### src/darq_pkg.sv
// ----------------------------------------------------------------------------
// darq_pkg: shared types and codes of the deduplicating aging request queue
// Holds request action codes, result status codes, the controller state type
// and the command and status bundles between controller and datapath.
// ----------------------------------------------------------------------------
package darq_pkg;

  localparam logic ACT_PUSH = 1'b0;
  localparam logic ACT_POP  = 1'b1;

  localparam logic [1:0] ST_OK        = 2'd0;
  localparam logic [1:0] ST_RANGE     = 2'd1;
  localparam logic [1:0] ST_DUP       = 2'd2;
  localparam logic [1:0] ST_FULLEMPTY = 2'd3;

  localparam logic [4:0]  DROP_MAX      = 5'd31;
  localparam logic [31:0] TIMEOUT_RESET = 32'd30;

  typedef enum logic [2:0] {
    S_IDLE,
    S_PUSH,
    S_POP_RD,
    S_POP_CHK,
    S_FIN
  } ctl_state_t;

  typedef struct packed {
    logic in_ready;
    logic accept;
    logic push_exec;
    logic rd_issue;
    logic pop_step;
    logic load_out;
  } ctl_cmd_t;

  typedef struct packed {
    logic in_valid;
    logic in_action;
    logic empty;
    logic stale;
    logic out_free;
  } ctl_sts_t;

endpackage

### src/darq_req_if.sv
// ----------------------------------------------------------------------------
// darq_req_if: request channel of the request queue
// Valid/ready handshake carrying one push or pop request with its time.
// ----------------------------------------------------------------------------
interface darq_req_if;
  logic        valid;
  logic        ready;
  logic        action;
  logic [7:0]  request_kind;
  logic [31:0] now_time;

  modport source (output valid, action, request_kind, now_time, input ready);
  modport sink (input valid, action, request_kind, now_time, output ready);
endinterface

### src/darq_rsp_if.sv
// ----------------------------------------------------------------------------
// darq_rsp_if: result channel of the request queue
// Valid/ready handshake carrying the outcome of one request.
// ----------------------------------------------------------------------------
interface darq_rsp_if;
  logic        valid;
  logic        ready;
  logic [1:0]  status;
  logic [7:0]  popped_kind;
  logic [31:0] popped_stamp;
  logic [4:0]  stale_dropped;

  modport source (output valid, status, popped_kind, popped_stamp, stale_dropped,
                  input ready);
  modport sink (input valid, status, popped_kind, popped_stamp, stale_dropped,
                output ready);
endinterface

### src/darq_ram.sv
// ----------------------------------------------------------------------------
// darq_ram: generic single-write, single-read memory
// One write port and one read port with registered read data.
// ----------------------------------------------------------------------------
module darq_ram #(
  parameter int WIDTH = 8,
  parameter int DEPTH = 32,
  localparam int AW = (DEPTH > 1) ? $clog2(DEPTH) : 1
) (
  input  logic             clk,
  input  logic             we,
  input  logic [AW-1:0]    waddr,
  input  logic [WIDTH-1:0] wdata,
  input  logic             re,
  input  logic [AW-1:0]    raddr,
  output logic [WIDTH-1:0] rdata
);

  logic [WIDTH-1:0] mem_r [DEPTH];
  logic [WIDTH-1:0] rdata_r;

  always_ff @(posedge clk) begin
    if (we) begin
      mem_r[waddr] <= wdata;
    end
    if (re) begin
      rdata_r <= mem_r[raddr];
    end
  end

  assign rdata = rdata_r;

endmodule

### src/darq_ctrl.sv
// ----------------------------------------------------------------------------
// darq_ctrl: sequencer of the request queue
// Accepts one request at a time, runs a push in one step or walks the head
// of the queue on a pop, then hands the result to the output register.
// ----------------------------------------------------------------------------
module darq_ctrl (
  input  logic               clk,
  input  logic               rst_n,
  input  darq_pkg::ctl_sts_t sts,
  output darq_pkg::ctl_cmd_t cmd
);

  darq_pkg::ctl_state_t state_r, state_nxt;

  always_ff @(posedge clk) begin
    if (!rst_n) begin
      state_r <= darq_pkg::S_IDLE;
    end else begin
      state_r <= state_nxt;
    end
  end

  always_comb begin
    state_nxt = state_r;
    cmd       = '0;
    unique case (state_r)
      darq_pkg::S_IDLE: begin
        cmd.in_ready = 1'b1;
        if (sts.in_valid) begin
          cmd.accept = 1'b1;
          state_nxt  = (sts.in_action == darq_pkg::ACT_POP) ? darq_pkg::S_POP_RD
                                                             : darq_pkg::S_PUSH;
        end
      end
      darq_pkg::S_PUSH: begin
        cmd.push_exec = 1'b1;
        state_nxt     = darq_pkg::S_FIN;
      end
      darq_pkg::S_POP_RD: begin
        if (sts.empty) begin
          state_nxt = darq_pkg::S_FIN;
        end else begin
          cmd.rd_issue = 1'b1;
          state_nxt    = darq_pkg::S_POP_CHK;
        end
      end
      darq_pkg::S_POP_CHK: begin
        cmd.pop_step = 1'b1;
        state_nxt    = sts.stale ? darq_pkg::S_POP_RD : darq_pkg::S_FIN;
      end
      darq_pkg::S_FIN: begin
        if (sts.out_free) begin
          cmd.load_out = 1'b1;
          state_nxt    = darq_pkg::S_IDLE;
        end
      end
      default: begin
        state_nxt = darq_pkg::S_IDLE;
      end
    endcase
  end

  a_rd_then_step: assert property (@(posedge clk) disable iff (!rst_n)
    cmd.rd_issue |=> cmd.pop_step)
    else $error("read issued without a following head check");

  a_load_when_free: assert property (@(posedge clk) disable iff (!rst_n)
    cmd.load_out |-> sts.out_free)
    else $error("result loaded over a waiting result");

  a_accept_then_work: assert property (@(posedge clk) disable iff (!rst_n)
    cmd.accept |=> (cmd.push_exec || state_r == darq_pkg::S_POP_RD))
    else $error("accepted request not started");

endmodule

### src/darq_dp.sv
// ----------------------------------------------------------------------------
// darq_dp: datapath of the request queue
// Slot memory, head and tail pointers, per-type presence flags, timeout
// register, result assembly and the output register.
// ----------------------------------------------------------------------------
module darq_dp #(
  parameter int QUEUE_SLOTS = 32,
  parameter int KIND_COUNT  = 8,
  localparam int IW = (QUEUE_SLOTS > 1) ? $clog2(QUEUE_SLOTS) : 1,
  localparam int KW = (KIND_COUNT > 1) ? $clog2(KIND_COUNT) : 1
) (
  input  logic               clk,
  input  logic               rst_n,
  input  darq_pkg::ctl_cmd_t cmd,
  output darq_pkg::ctl_sts_t sts,
  input  logic               in_valid,
  input  logic               in_action,
  input  logic [7:0]         in_request_kind,
  input  logic [31:0]        in_now_time,
  input  logic               cfg_wr_en,
  input  logic [31:0]        cfg_wr_data,
  input  logic               out_ready,
  output logic               out_valid,
  output logic [1:0]         out_status,
  output logic [7:0]         out_popped_kind,
  output logic [31:0]        out_popped_stamp,
  output logic [4:0]         out_stale_dropped
);

  localparam logic [IW-1:0] LAST_SLOT = IW'(QUEUE_SLOTS - 1);
  localparam logic [8:0]    KIND_LIM  = 9'(KIND_COUNT);

  logic [31:0]           timeout_r;
  logic [IW-1:0]         head_r, tail_r;
  logic [KIND_COUNT-1:0] present_r;
  logic [7:0]            req_kind_r;
  logic [31:0]           req_now_r;
  logic [1:0]            res_status_r;
  logic [7:0]            res_kind_r;
  logic [31:0]           res_stamp_r;
  logic [4:0]            drop_r;
  logic                  out_valid_r;
  logic [1:0]            out_status_r;
  logic [7:0]            out_kind_r;
  logic [31:0]           out_stamp_r;
  logic [4:0]            out_drop_r;

  logic [IW-1:0] head_inc, tail_inc;
  logic          full;
  logic [1:0]    push_status;
  logic [KW-1:0] push_kidx, pop_kidx;
  logic [39:0]   rd_data;
  logic [7:0]    rd_kind;
  logic [31:0]   rd_stamp;
  logic [31:0]   age;
  logic          stale;
  logic          out_free;

  assign head_inc  = (head_r == LAST_SLOT) ? '0 : head_r + IW'(1);
  assign tail_inc  = (tail_r == LAST_SLOT) ? '0 : tail_r + IW'(1);
  assign full      = (tail_inc == head_r);
  assign push_kidx = req_kind_r[KW-1:0];
  assign rd_kind   = rd_data[39:32];
  assign rd_stamp  = rd_data[31:0];
  assign pop_kidx  = rd_kind[KW-1:0];
  assign age       = req_now_r - rd_stamp;
  assign stale     = (age > timeout_r);
  assign out_free  = !out_valid_r || out_ready;

  always_comb begin
    if ({1'b0, req_kind_r} >= KIND_LIM) begin
      push_status = darq_pkg::ST_RANGE;
    end else if (present_r[push_kidx]) begin
      push_status = darq_pkg::ST_DUP;
    end else if (full) begin
      push_status = darq_pkg::ST_FULLEMPTY;
    end else begin
      push_status = darq_pkg::ST_OK;
    end
  end

  darq_ram #(
    .WIDTH (40),
    .DEPTH (QUEUE_SLOTS)
  ) u_slots (
    .clk   (clk),
    .we    (cmd.push_exec && (push_status == darq_pkg::ST_OK)),
    .waddr (tail_r),
    .wdata ({req_kind_r, req_now_r}),
    .re    (cmd.rd_issue),
    .raddr (head_r),
    .rdata (rd_data)
  );

  always_ff @(posedge clk) begin
    if (!rst_n) begin
      timeout_r   <= darq_pkg::TIMEOUT_RESET;
      head_r      <= '0;
      tail_r      <= '0;
      present_r   <= '0;
      out_valid_r <= 1'b0;
    end else begin
      if (cfg_wr_en) begin
        timeout_r <= cfg_wr_data;
      end
      if (cmd.push_exec && (push_status == darq_pkg::ST_OK)) begin
        tail_r              <= tail_inc;
        present_r[push_kidx] <= 1'b1;
      end
      if (cmd.pop_step) begin
        head_r              <= head_inc;
        present_r[pop_kidx] <= 1'b0;
      end
      if (cmd.load_out) begin
        out_valid_r <= 1'b1;
      end else if (out_ready) begin
        out_valid_r <= 1'b0;
      end
    end
  end

  always_ff @(posedge clk) begin
    if (cmd.accept) begin
      req_kind_r   <= in_request_kind;
      req_now_r    <= in_now_time;
      res_status_r <= darq_pkg::ST_FULLEMPTY;
      res_kind_r   <= '0;
      res_stamp_r  <= '0;
      drop_r       <= '0;
    end
    if (cmd.push_exec) begin
      res_status_r <= push_status;
    end
    if (cmd.pop_step) begin
      if (stale) begin
        if (drop_r != darq_pkg::DROP_MAX) begin
          drop_r <= drop_r + 5'd1;
        end
      end else begin
        res_status_r <= darq_pkg::ST_OK;
        res_kind_r   <= rd_kind;
        res_stamp_r  <= rd_stamp;
      end
    end
    if (cmd.load_out) begin
      out_status_r <= res_status_r;
      out_kind_r   <= res_kind_r;
      out_stamp_r  <= res_stamp_r;
      out_drop_r   <= drop_r;
    end
  end

  assign sts.in_valid  = in_valid;
  assign sts.in_action = in_action;
  assign sts.empty     = (head_r == tail_r);
  assign sts.stale     = stale;
  assign sts.out_free  = out_free;

  assign out_valid         = out_valid_r;
  assign out_status        = out_status_r;
  assign out_popped_kind   = out_kind_r;
  assign out_popped_stamp  = out_stamp_r;
  assign out_stale_dropped = out_drop_r;

  logic [IW:0] occupancy;
  assign occupancy = (tail_r >= head_r) ? {1'b0, tail_r} - {1'b0, head_r}
                                        : {1'b0, tail_r} + (IW+1)'(QUEUE_SLOTS)
                                          - {1'b0, head_r};

  a_presence_matches: assert property (@(posedge clk) disable iff (!rst_n)
    $countones(present_r) == int'(occupancy))
    else $error("presence flags disagree with queue occupancy");

  a_step_not_empty: assert property (@(posedge clk) disable iff (!rst_n)
    cmd.pop_step |-> (head_r != tail_r))
    else $error("head advanced on an empty queue");

  a_push_grows: assert property (@(posedge clk) disable iff (!rst_n)
    (cmd.push_exec && push_status == darq_pkg::ST_OK) |=> (tail_r != head_r))
    else $error("successful push left the queue empty");

endmodule

### src/dedup_aging_request_queue.sv
// ----------------------------------------------------------------------------
// dedup_aging_request_queue: deduplicating ring-buffer request queue with aging
// A push runs one push step before its result is loaded; a pop walks the head
// of the queue, dropping D stale entries before it finds a live one or ends empty,
// and each head entry needs one slot memory read and one check step.
// One request is in flight at a time; the next is accepted while a result waits.
// Synchronous active-low reset empties the queue and sets the timeout to 30.
// Per-type presence flags answer the duplicate check combinationally.
// ----------------------------------------------------------------------------
module dedup_aging_request_queue #(
  parameter int QUEUE_SLOTS = 32,
  parameter int KIND_COUNT  = 8
) (
  input  logic        clk,
  input  logic        rst_n,
  darq_req_if.sink    in_req,
  darq_rsp_if.source  out_rsp,
  input  logic        cfg_wr_en,
  input  logic [31:0] cfg_wr_data
);

  darq_pkg::ctl_cmd_t cmd;
  darq_pkg::ctl_sts_t sts;

  darq_ctrl u_ctrl (
    .clk   (clk),
    .rst_n (rst_n),
    .sts   (sts),
    .cmd   (cmd)
  );

  darq_dp #(
    .QUEUE_SLOTS (QUEUE_SLOTS),
    .KIND_COUNT  (KIND_COUNT)
  ) u_dp (
    .clk               (clk),
    .rst_n             (rst_n),
    .cmd               (cmd),
    .sts               (sts),
    .in_valid          (in_req.valid),
    .in_action         (in_req.action),
    .in_request_kind   (in_req.request_kind),
    .in_now_time       (in_req.now_time),
    .cfg_wr_en         (cfg_wr_en),
    .cfg_wr_data       (cfg_wr_data),
    .out_ready         (out_rsp.ready),
    .out_valid         (out_rsp.valid),
    .out_status        (out_rsp.status),
    .out_popped_kind   (out_rsp.popped_kind),
    .out_popped_stamp  (out_rsp.popped_stamp),
    .out_stale_dropped (out_rsp.stale_dropped)
  );

  assign in_req.ready = cmd.in_ready;

endmodule

### src/flat_wrapper.sv
// flat-port wrapper written by rule: the top's interface ports become plain ports
module dedup_aging_request_queue_flat 
#(
  parameter int QUEUE_SLOTS = 32,
  parameter int KIND_COUNT  = 8
)
  (clk, rst_n, cfg_wr_en, cfg_wr_data, in_req_valid, in_req_action, in_req_request_kind, in_req_now_time, in_req_ready, out_rsp_valid, out_rsp_status, out_rsp_popped_kind, out_rsp_popped_stamp, out_rsp_stale_dropped, out_rsp_ready);
  darq_req_if in_req_i ();
  darq_rsp_if out_rsp_i ();
  input  logic clk;
  input  logic rst_n;
  input  logic cfg_wr_en;
  input  logic [31:0] cfg_wr_data;
  input wire logic [$bits(in_req_i.valid)-1:0] in_req_valid;
  input wire logic [$bits(in_req_i.action)-1:0] in_req_action;
  input wire logic [$bits(in_req_i.request_kind)-1:0] in_req_request_kind;
  input wire logic [$bits(in_req_i.now_time)-1:0] in_req_now_time;
  output wire logic [$bits(in_req_i.ready)-1:0] in_req_ready;
  output wire logic [$bits(out_rsp_i.valid)-1:0] out_rsp_valid;
  output wire logic [$bits(out_rsp_i.status)-1:0] out_rsp_status;
  output wire logic [$bits(out_rsp_i.popped_kind)-1:0] out_rsp_popped_kind;
  output wire logic [$bits(out_rsp_i.popped_stamp)-1:0] out_rsp_popped_stamp;
  output wire logic [$bits(out_rsp_i.stale_dropped)-1:0] out_rsp_stale_dropped;
  input wire logic [$bits(out_rsp_i.ready)-1:0] out_rsp_ready;
  assign in_req_i.valid = in_req_valid;
  assign in_req_i.action = in_req_action;
  assign in_req_i.request_kind = in_req_request_kind;
  assign in_req_i.now_time = in_req_now_time;
  assign in_req_ready = in_req_i.ready;
  assign out_rsp_valid = out_rsp_i.valid;
  assign out_rsp_status = out_rsp_i.status;
  assign out_rsp_popped_kind = out_rsp_i.popped_kind;
  assign out_rsp_popped_stamp = out_rsp_i.popped_stamp;
  assign out_rsp_stale_dropped = out_rsp_i.stale_dropped;
  assign out_rsp_i.ready = out_rsp_ready;
  dedup_aging_request_queue #(.QUEUE_SLOTS(QUEUE_SLOTS), .KIND_COUNT(KIND_COUNT)) u_core (.clk(clk), .rst_n(rst_n), .in_req(in_req_i), .out_rsp(out_rsp_i), .cfg_wr_en(cfg_wr_en), .cfg_wr_data(cfg_wr_data));
endmodule
### config.mk
export PLATFORM = sky130hd
export DESIGN_NAME = dedup_aging_request_queue_flat
export DESIGN_NICKNAME = d
export VERILOG_FILES = /design/src/darq_pkg.sv /design/src/darq_req_if.sv /design/src/darq_rsp_if.sv /design/src/darq_ram.sv /design/src/darq_ctrl.sv /design/src/darq_dp.sv /design/src/dedup_aging_request_queue.sv /design/src/flat_wrapper.sv
export SDC_FILE = /design/constraint.sdc
export NUM_CORES = 2
export LEC_CHECK = 0
export BUFFER_PORTS_ARGS = -buffer_cell sky130_fd_sc_hd__clkbuf_2
export CAP_MARGIN = 40
export CORE_MARGIN = 8
export CORE_UTILIZATION = 33
export DETAILED_ROUTE_END_ITERATION = 16
export GPL_ROUTABILITY_DRIVEN = 0
export PLACE_DENSITY = 0.53
export SKIP_CTS_REPAIR_TIMING = 1
export SLEW_MARGIN = 20
export SYNTH_ARGS = -nofsm -noshare
export SYNTH_HDL_FRONTEND = slang
export SYNTH_SLANG_ARGS = --single-unit
### constraint.sdc
create_clock -name clk -period 4.5 [get_ports clk]
set_input_delay 1.35 -clock clk [delete_from_list [all_inputs] [get_ports clk]]
set_output_delay 1.35 -clock clk [all_outputs]
set_load 0.1 [all_outputs]
# Word-level counts from Yosys, hierarchy flattened
# Memories as Yosys holds them, arrays and structs flattened. A register that Yosys moved wholly into a read port is not among the register bits.
# Cells that the tools add are included.
dict set report totals {
  ramBits 1280
  reg_bits 188
  mem_count 1
  output_inout_bits 49
  word_cells 96
}
dict set report classes {
  n_addsub 4
  reduce_logical 9
  n_eq_ne 11
  bitwise 3
  mux 46
  n_lt_le_gt_ge 6
}
# name words width rd rd_clocked_by_memory_dff write_ports line_no
set mem_list {}
lappend mem_list {u_core.u_dp.u_slots.mem_r 32 40 1 1 1 darq_ram.sv:19} ;# logic [WIDTH-1:0] mem_r [DEPTH];
# cell n
set op_table {}
lappend op_table {{2-to-1 mux 32 bit} 3}
lappend op_table {{2-to-1 mux 8 bit} 6}
lappend op_table {{> comparator 32 bit} 1}
lappend op_table {{subtractor 32 bit} 1}
lappend op_table {{2-to-1 mux 5 bit} 6}
lappend op_table {{2-to-1 mux 2 bit} 9}
lappend op_table {{adder 5 x 1 -> 5 bit (second input constant)} 3}
lappend op_table {{case mux 3 bit (5 select lines)} 1}
lappend op_table {{2-to-1 mux 1 bit} 14}
lappend op_table {{2-to-1 mux 3 bit} 4}
lappend op_table {{equality test 5 bit} 2}
lappend op_table {{equality test 5 bit (second input constant)} 2}
lappend op_table {{AND 8 bit} 1}
lappend op_table {{>= comparator 8 x 4 -> 1 bit (second input constant)} 1}
lappend op_table {{< comparator 3 x 4 -> 1 bit (second input constant)} 2}
lappend op_table {{NOT 8 bit} 1}
lappend op_table {{OR 8 bit} 1}
lappend op_table {{demux 1 bit (select 3 bit)} 2}
lappend op_table {{equality test 3 x 2 -> 1 bit (second input constant)} 2}
lappend op_table {{>= comparator 3 x 1 -> 1 bit (second input constant)} 2}
lappend op_table {{!= test 5 bit (second input constant)} 1}
lappend op_table {{!= test 2 bit (second input constant)} 2}
lappend op_table {{binary-select mux 1 bit (select 3 bit)} 1}
lappend op_table {{equality test 3 x 1 -> 1 bit (second input constant)} 1}
lappend op_table {{8 further kinds} 10}

# Depth between registers and ports, before layout
dict set report logic_depth {
  ltp_word 12
  mapped_depth 23
  mapped_depth_nobuf 21
}

# By module
# A second synthesis with hierarchy kept.
dict set report unflattened {
  hier_cells 3769
  area_unflattened_um2 60659.4
}
# mod instances area_each_um2 seq_area_each_um2 cells_each
set by_module_without_submodules {}
lappend by_module_without_submodules {darq_ram 1 50965.1 39638.0 2813}
lappend by_module_without_submodules {darq_dp 1 9467.8 4574.4 930}
lappend by_module_without_submodules {darq_ctrl 1 226.5 60.1 26}

# Worst setup path after synthesis
# OpenSTA, ideal clock, no wires.
dict set report synth_path {
  path_kind {register -> register}
  startpoint {register u_core.u_dp.req_now_r[0]}
  endpoint {register u_core.u_dp.res_stamp_r[0]}
  path_stages_with_launch 22
  setup_slack_ns -0.288
  arrival_ns 4.674
  t_required_ns 4.386
  n_path_buf 2
  path_cell_list {edfxtp_1 inv_1 ha_1 inv_1 fa_1 a21oi_1 o21ai_0 o31ai_1 o211ai_1 nand4b_1 nand3_1 a221oi_1 xnor2_1 ha_1 a21o_1 a221o_1 a211o_1 a2111oi_4 o31a_4 buf_12 buf_8 o21ai_2}
}
dict set report synth_via {
  elab_chain_len 4
}
# item line_no
set synth_rtl {}
lappend synth_rtl {{from (decl)} darq_dp.sv:37} ;# logic [31:0] req_now_r;
lappend synth_rtl {{from (signal assigned)} darq_dp.sv:125} ;# req_now_r <= in_now_time;
lappend synth_rtl {{subtractor 32 bit} darq_dp.sv:66} ;# assign age = req_now_r - rd_stamp;
lappend synth_rtl {{> comparator 32 bit} darq_dp.sv:67} ;# assign stale = (age > timeout_r);
lappend synth_rtl {{2-to-1 mux 32 bit} darq_dp.sv:135} ;# if (stale) begin
lappend synth_rtl {{2-to-1 mux 32 bit} darq_dp.sv:134} ;# if (cmd.pop_step) begin
lappend synth_rtl {{to (signal assigned)} darq_dp.sv:142} ;# res_stamp_r <= rd_stamp;
lappend synth_rtl {{to (decl)} darq_dp.sv:40} ;# logic [31:0] res_stamp_r;
# Every way passes these cells.
# A chain may end at the register's enable or synchronous reset.

# Final worst setup path
dict set report layout_path {
  startpoint {register u_core.u_dp.u_slots.rdata_r[0], in the netlist u_core.u_dp.u_slots.rdata[0], read port of u_core.u_dp.u_slots.mem_r}
  endpoint {register u_core.u_dp.res_status_r[1]}
}
dict set report layout_via {
  elab_chain_len 4
}
# item line_no
set layout_rtl {}
lappend layout_rtl {{from (decl)} darq_ram.sv:20} ;# logic [WIDTH-1:0] rdata_r;
lappend layout_rtl {{subtractor 32 bit} darq_dp.sv:66}
lappend layout_rtl {{> comparator 32 bit} darq_dp.sv:67}
lappend layout_rtl {{2-to-1 mux 2 bit} darq_dp.sv:135}
lappend layout_rtl {{2-to-1 mux 2 bit} darq_dp.sv:134}
lappend layout_rtl {{to (signal assigned)} darq_dp.sv:126} ;# res_status_r <= darq_pkg::ST_FULLEMPTY;
lappend layout_rtl {{to (signal assigned)} darq_dp.sv:132} ;# res_status_r <= push_status;
lappend layout_rtl {{to (signal assigned)} darq_dp.sv:140} ;# res_status_r <= darq_pkg::ST_OK;
lappend layout_rtl {{to (decl)} darq_dp.sv:38} ;# logic [1:0] res_status_r;
# Every way passes these cells.

==> results.md <==
- Status: finished, violations left
- Violations in the final reports: setup timing
- DR WL/cell: 28.43 um
- Mapped Nets: 2992
- Die Span X: 440.6 um
- Max Freq: 0.2150 GHz
- Cell Chain, Critical Path: ha_2 -> buf_4 -> buf_4 -> nor2b_1 -> o31ai_2 -> a21o_1 -> o21a_1 -> o21a_1 -> a21oi_1 -> nor2_1 -> xnor2_1 -> ha_1 -> a211oi_2 -> o21ai_1 -> a221o_1 -> a211o_1 -> a2111oi_4 -> o31a_4 -> buf_4 -> buf_12 -> a211oi_1
- Crit path required time: 5.15 ns
- # rows: 156
- Initial DRC count: 2865
- H-tree depth: 4
- Flops & latches, synth: 1508
- Chip height: 440.6 um
- Ys flop type: edfxtp_1
- Reg2Reg Setup Slack: -0.15 ns
- Place WS: -0.2395 ns
- Avg Vias per Cell: around 5
- Clk root buf: clkbuf_16
- Port Buffers: 126
- Arrival time at the worst endpoint: 5.30 ns
- Fin. Hold Viols: 0
- YS warnings: 0
- Layout Nets: about 3400
- Power density over the cells: around 420 nW/um2
- Seq/Total Area, Yosys: 74.42%
- Vias: 29390
- Final worst path period need: 4.652 ns
- CP most frequent cell: buf_4
- # DRC: 0
- FFs w/ async S/R, synth: 0%
- Total grt overflow: 0
- Antenna-violating nets left: 0
- Cell area after synthesis: between 50000 and 60000 um2
- Initial Utilization: 33.06%
- Setup CP Type: reg2reg
- Register area: 44290 um2
- Clock latency at the later pin of the worst-skew pair: ~0.81 ns
- DRT Wirelength: 163400 um
- Num CTS Buffers: 161
- Vias in the first global route: 29880
- Die area: 194100 um2
- Mapped Cells: about 2800
- Worst stage delay on the critical path: 0.40 ns
- Met2 Track Usage GR: between 20% and 30%
- Fill cells: about 16000
- Grt peak-use layer: met2
- Slew HR: 44.14%
- Hold WC Path Type: reg2reg
- Worst setup EP type: flop
- Final period util: 103.4%
- CTS Sinks: 1508
- I/O Pins: 127
- Area Overhead vs Synth: 18.32%
- Mean Syn Cell Area: ~21 um2
- Worst Tran Pin Value: 0.8379 ns
- RSZ-0062 raised after global routing: yes
- Area of the multi-input gates: 14560 um2
- Area of the core: around 180000 um2
- Critical Path Fanout Max: 20
- Hpwl dp: 95270 um
- Crit path launch type: flop
- GR Util met3: 2.625%
- Share of cells above drive strength 1: around a third
- Post-synth EDFFs: 1407
- Initial antenna violation count: 6
- Max Transition Viols Final: 0
- Worst VDD drop: 395.9 uV
- Met1 usage: 22.16%
- Initial DRT Pass Iterations: 7
- CTS tree: built
- CP max stage cell: edfxtp_1
- Final WS setup: -0.1523 ns
- GRT Util Overall: 16.44%
- Final Skew: around 0.045 ns
- Yosys cell types: 65
- First-pass GRT wire length: between 200000 and 250000 um
- Setup-failing EPs final: 47
- Static Leak: 22.35 nW
- Total Neg Setup Slack: -5.812 ns
- Largest net degree at the start of global routing: 89
- Clk buf depth: 3
- Max Cap Viol: 0
- CTS clk-pin slew, worst paths: approximately 0.060 ns
## cells in the final DEF (no fill, tap or decap), drive strengths merged, types with 5 or more instances in the layout
| cell | n |
|---|---|
| and3 | 17 |
| xnor2 | 22 |
| nor3 | 10 |
| nor2b | 42 |
| dfxtp | 101 |
| nor2 | 69 |
| edfxtp | 1407 |
| a21oi | 35 |
| nand4 | 6 |
| nand2b | 12 |
| clkinv | 62 |
| a21boi | 7 |
| o211ai | 13 |
| o21a | 10 |
| xor2 | 14 |
| clkbuf | 347 |
| nand2 | 131 |
| buf | 238 |
| mux2 | 40 |
| o31ai | 8 |
| inv | 89 |
| clkinvlp | 5 |
| ha | 72 |
| bufinv | 5 |
| o21ai | 65 |
| mux2i | 39 |
| mux4 | 400 |
| nand3 | 19 |
| a21o | 25 |
| a31oi | 13 |
## flip-flops by register name, summed over array words and instances (netlist names), 8 cells and up
| name | cells |
|---|---|
| u_core.u_dp.req_kind_r | 8 |
| u_core.u_dp.u_slots.rdata | 40 |
| u_core.u_dp.out_popped_stamp | 32 |
| u_core.u_dp.timeout_r | 32 |
| u_core.u_dp.req_now_r | 32 |
| u_core.u_dp.res_stamp_r | 32 |
| u_core.u_dp.present_r | 8 |
| u_core.u_dp.out_popped_kind | 8 |
| u_core.u_dp.res_kind_r | 8 |
| u_core.u_dp.u_slots.mem_r | 1280 |
## report_power, final
part / switching (mW) / internal (mW)
clock: 5.61 / 7.15
sequential: 0.0959 / 15.5
combinational: 0.921 / 0.454
total: 6.62 / 23.1
## synthesized netlist by cell type, drive strengths merged, types with 22 or more instances
library cell / instances / share of area [%]
mux2: 40 / 0.76
a21o: 25 / 0.32
dfxtp: 101 / 3.4
edfxtp: 1407 / 71
xnor2: 22 / 0.32
nor2: 69 / 0.44
nand2: 131 / 0.95
ha: 72 / 1.5
inv: 78 / 0.49
a21oi: 35 / 0.29
nor2b: 42 / 0.44
mux2i: 39 / 0.66
mux4: 400 / 15
clkbuf: 61 / 0.38
buf: 71 / 0.82
o21ai: 65 / 0.80
## critical path: cells and delay by family (launching register included)
kind,cells,cell delay (ns)
and+or+nand+nor,2,0.28
AOI/OAI and AO/OA,12,2.59
DFF,1,0.40
buffers and inverters,4,0.54
adders and majority gates,2,0.52
xor gates and xnor gates,1,0.14
## routing by layer
layer / up-vias / part of all wire [%]
met5: - / 0.017
met2: 797 / 50
met1: 15860 / 43
met4: 4 / 2.4
met3: 216 / 4.6
li1: 12520 / -
## metrics by stage
step	std cells	hold slack [ns]	power (mW)	util, %	area, um2
final	5748	0.4304	29.76	39.12	70390
after global routing	5747	0.4389	30.68	39.11	70390
after CTS	5733	0.4309	30.05	38.94	70070
after detailed placement	5434	0.4166	17.30	36.12	65000
after global placement	5430	0.4167	17.27	36.08	64930
after floorplan	2841	0.4081	16.69	-	59530
## final timing paths
check	end	from	depth (start not counted)
min	u_core.u_dp.out_popped_stamp[7]	u_core.u_dp.res_stamp_r[7]	0
min reg2reg	u_core.u_dp.out_popped_stamp[7]	u_core.u_dp.res_stamp_r[7]	0
max reg2reg	u_core.u_dp.res_status_r[1]	u_core.u_dp.u_slots.rdata[0]	21
max	u_core.u_dp.res_status_r[1]	u_core.u_dp.u_slots.rdata[0]	21
## layout make-up
cell class                      count  share of cell area, %
Clock buffer                      216                  6.175
Inverter                           78                 0.4195
Antenna cell                        1               0.003555
Clock inverter                     83                  1.033
Timing Repair Buffer              369                  4.547
Multi-Input combinational cell   1123                  20.69
Tap cell                         2370                  4.213
Sequential cell                  1508                  62.92
## cells by family after synthesis
family / share of synthesized area (%)
xor gates and xnor gates: 0.5300
DFF: 74.42
and+or+nand+nor: 2.763
buffers and inverters: 1.693
adders and majority gates: 1.548
AOI/OAI and AO/OA: 2.494
muxes: 16.56
Power figures use the tool's default switching activity.
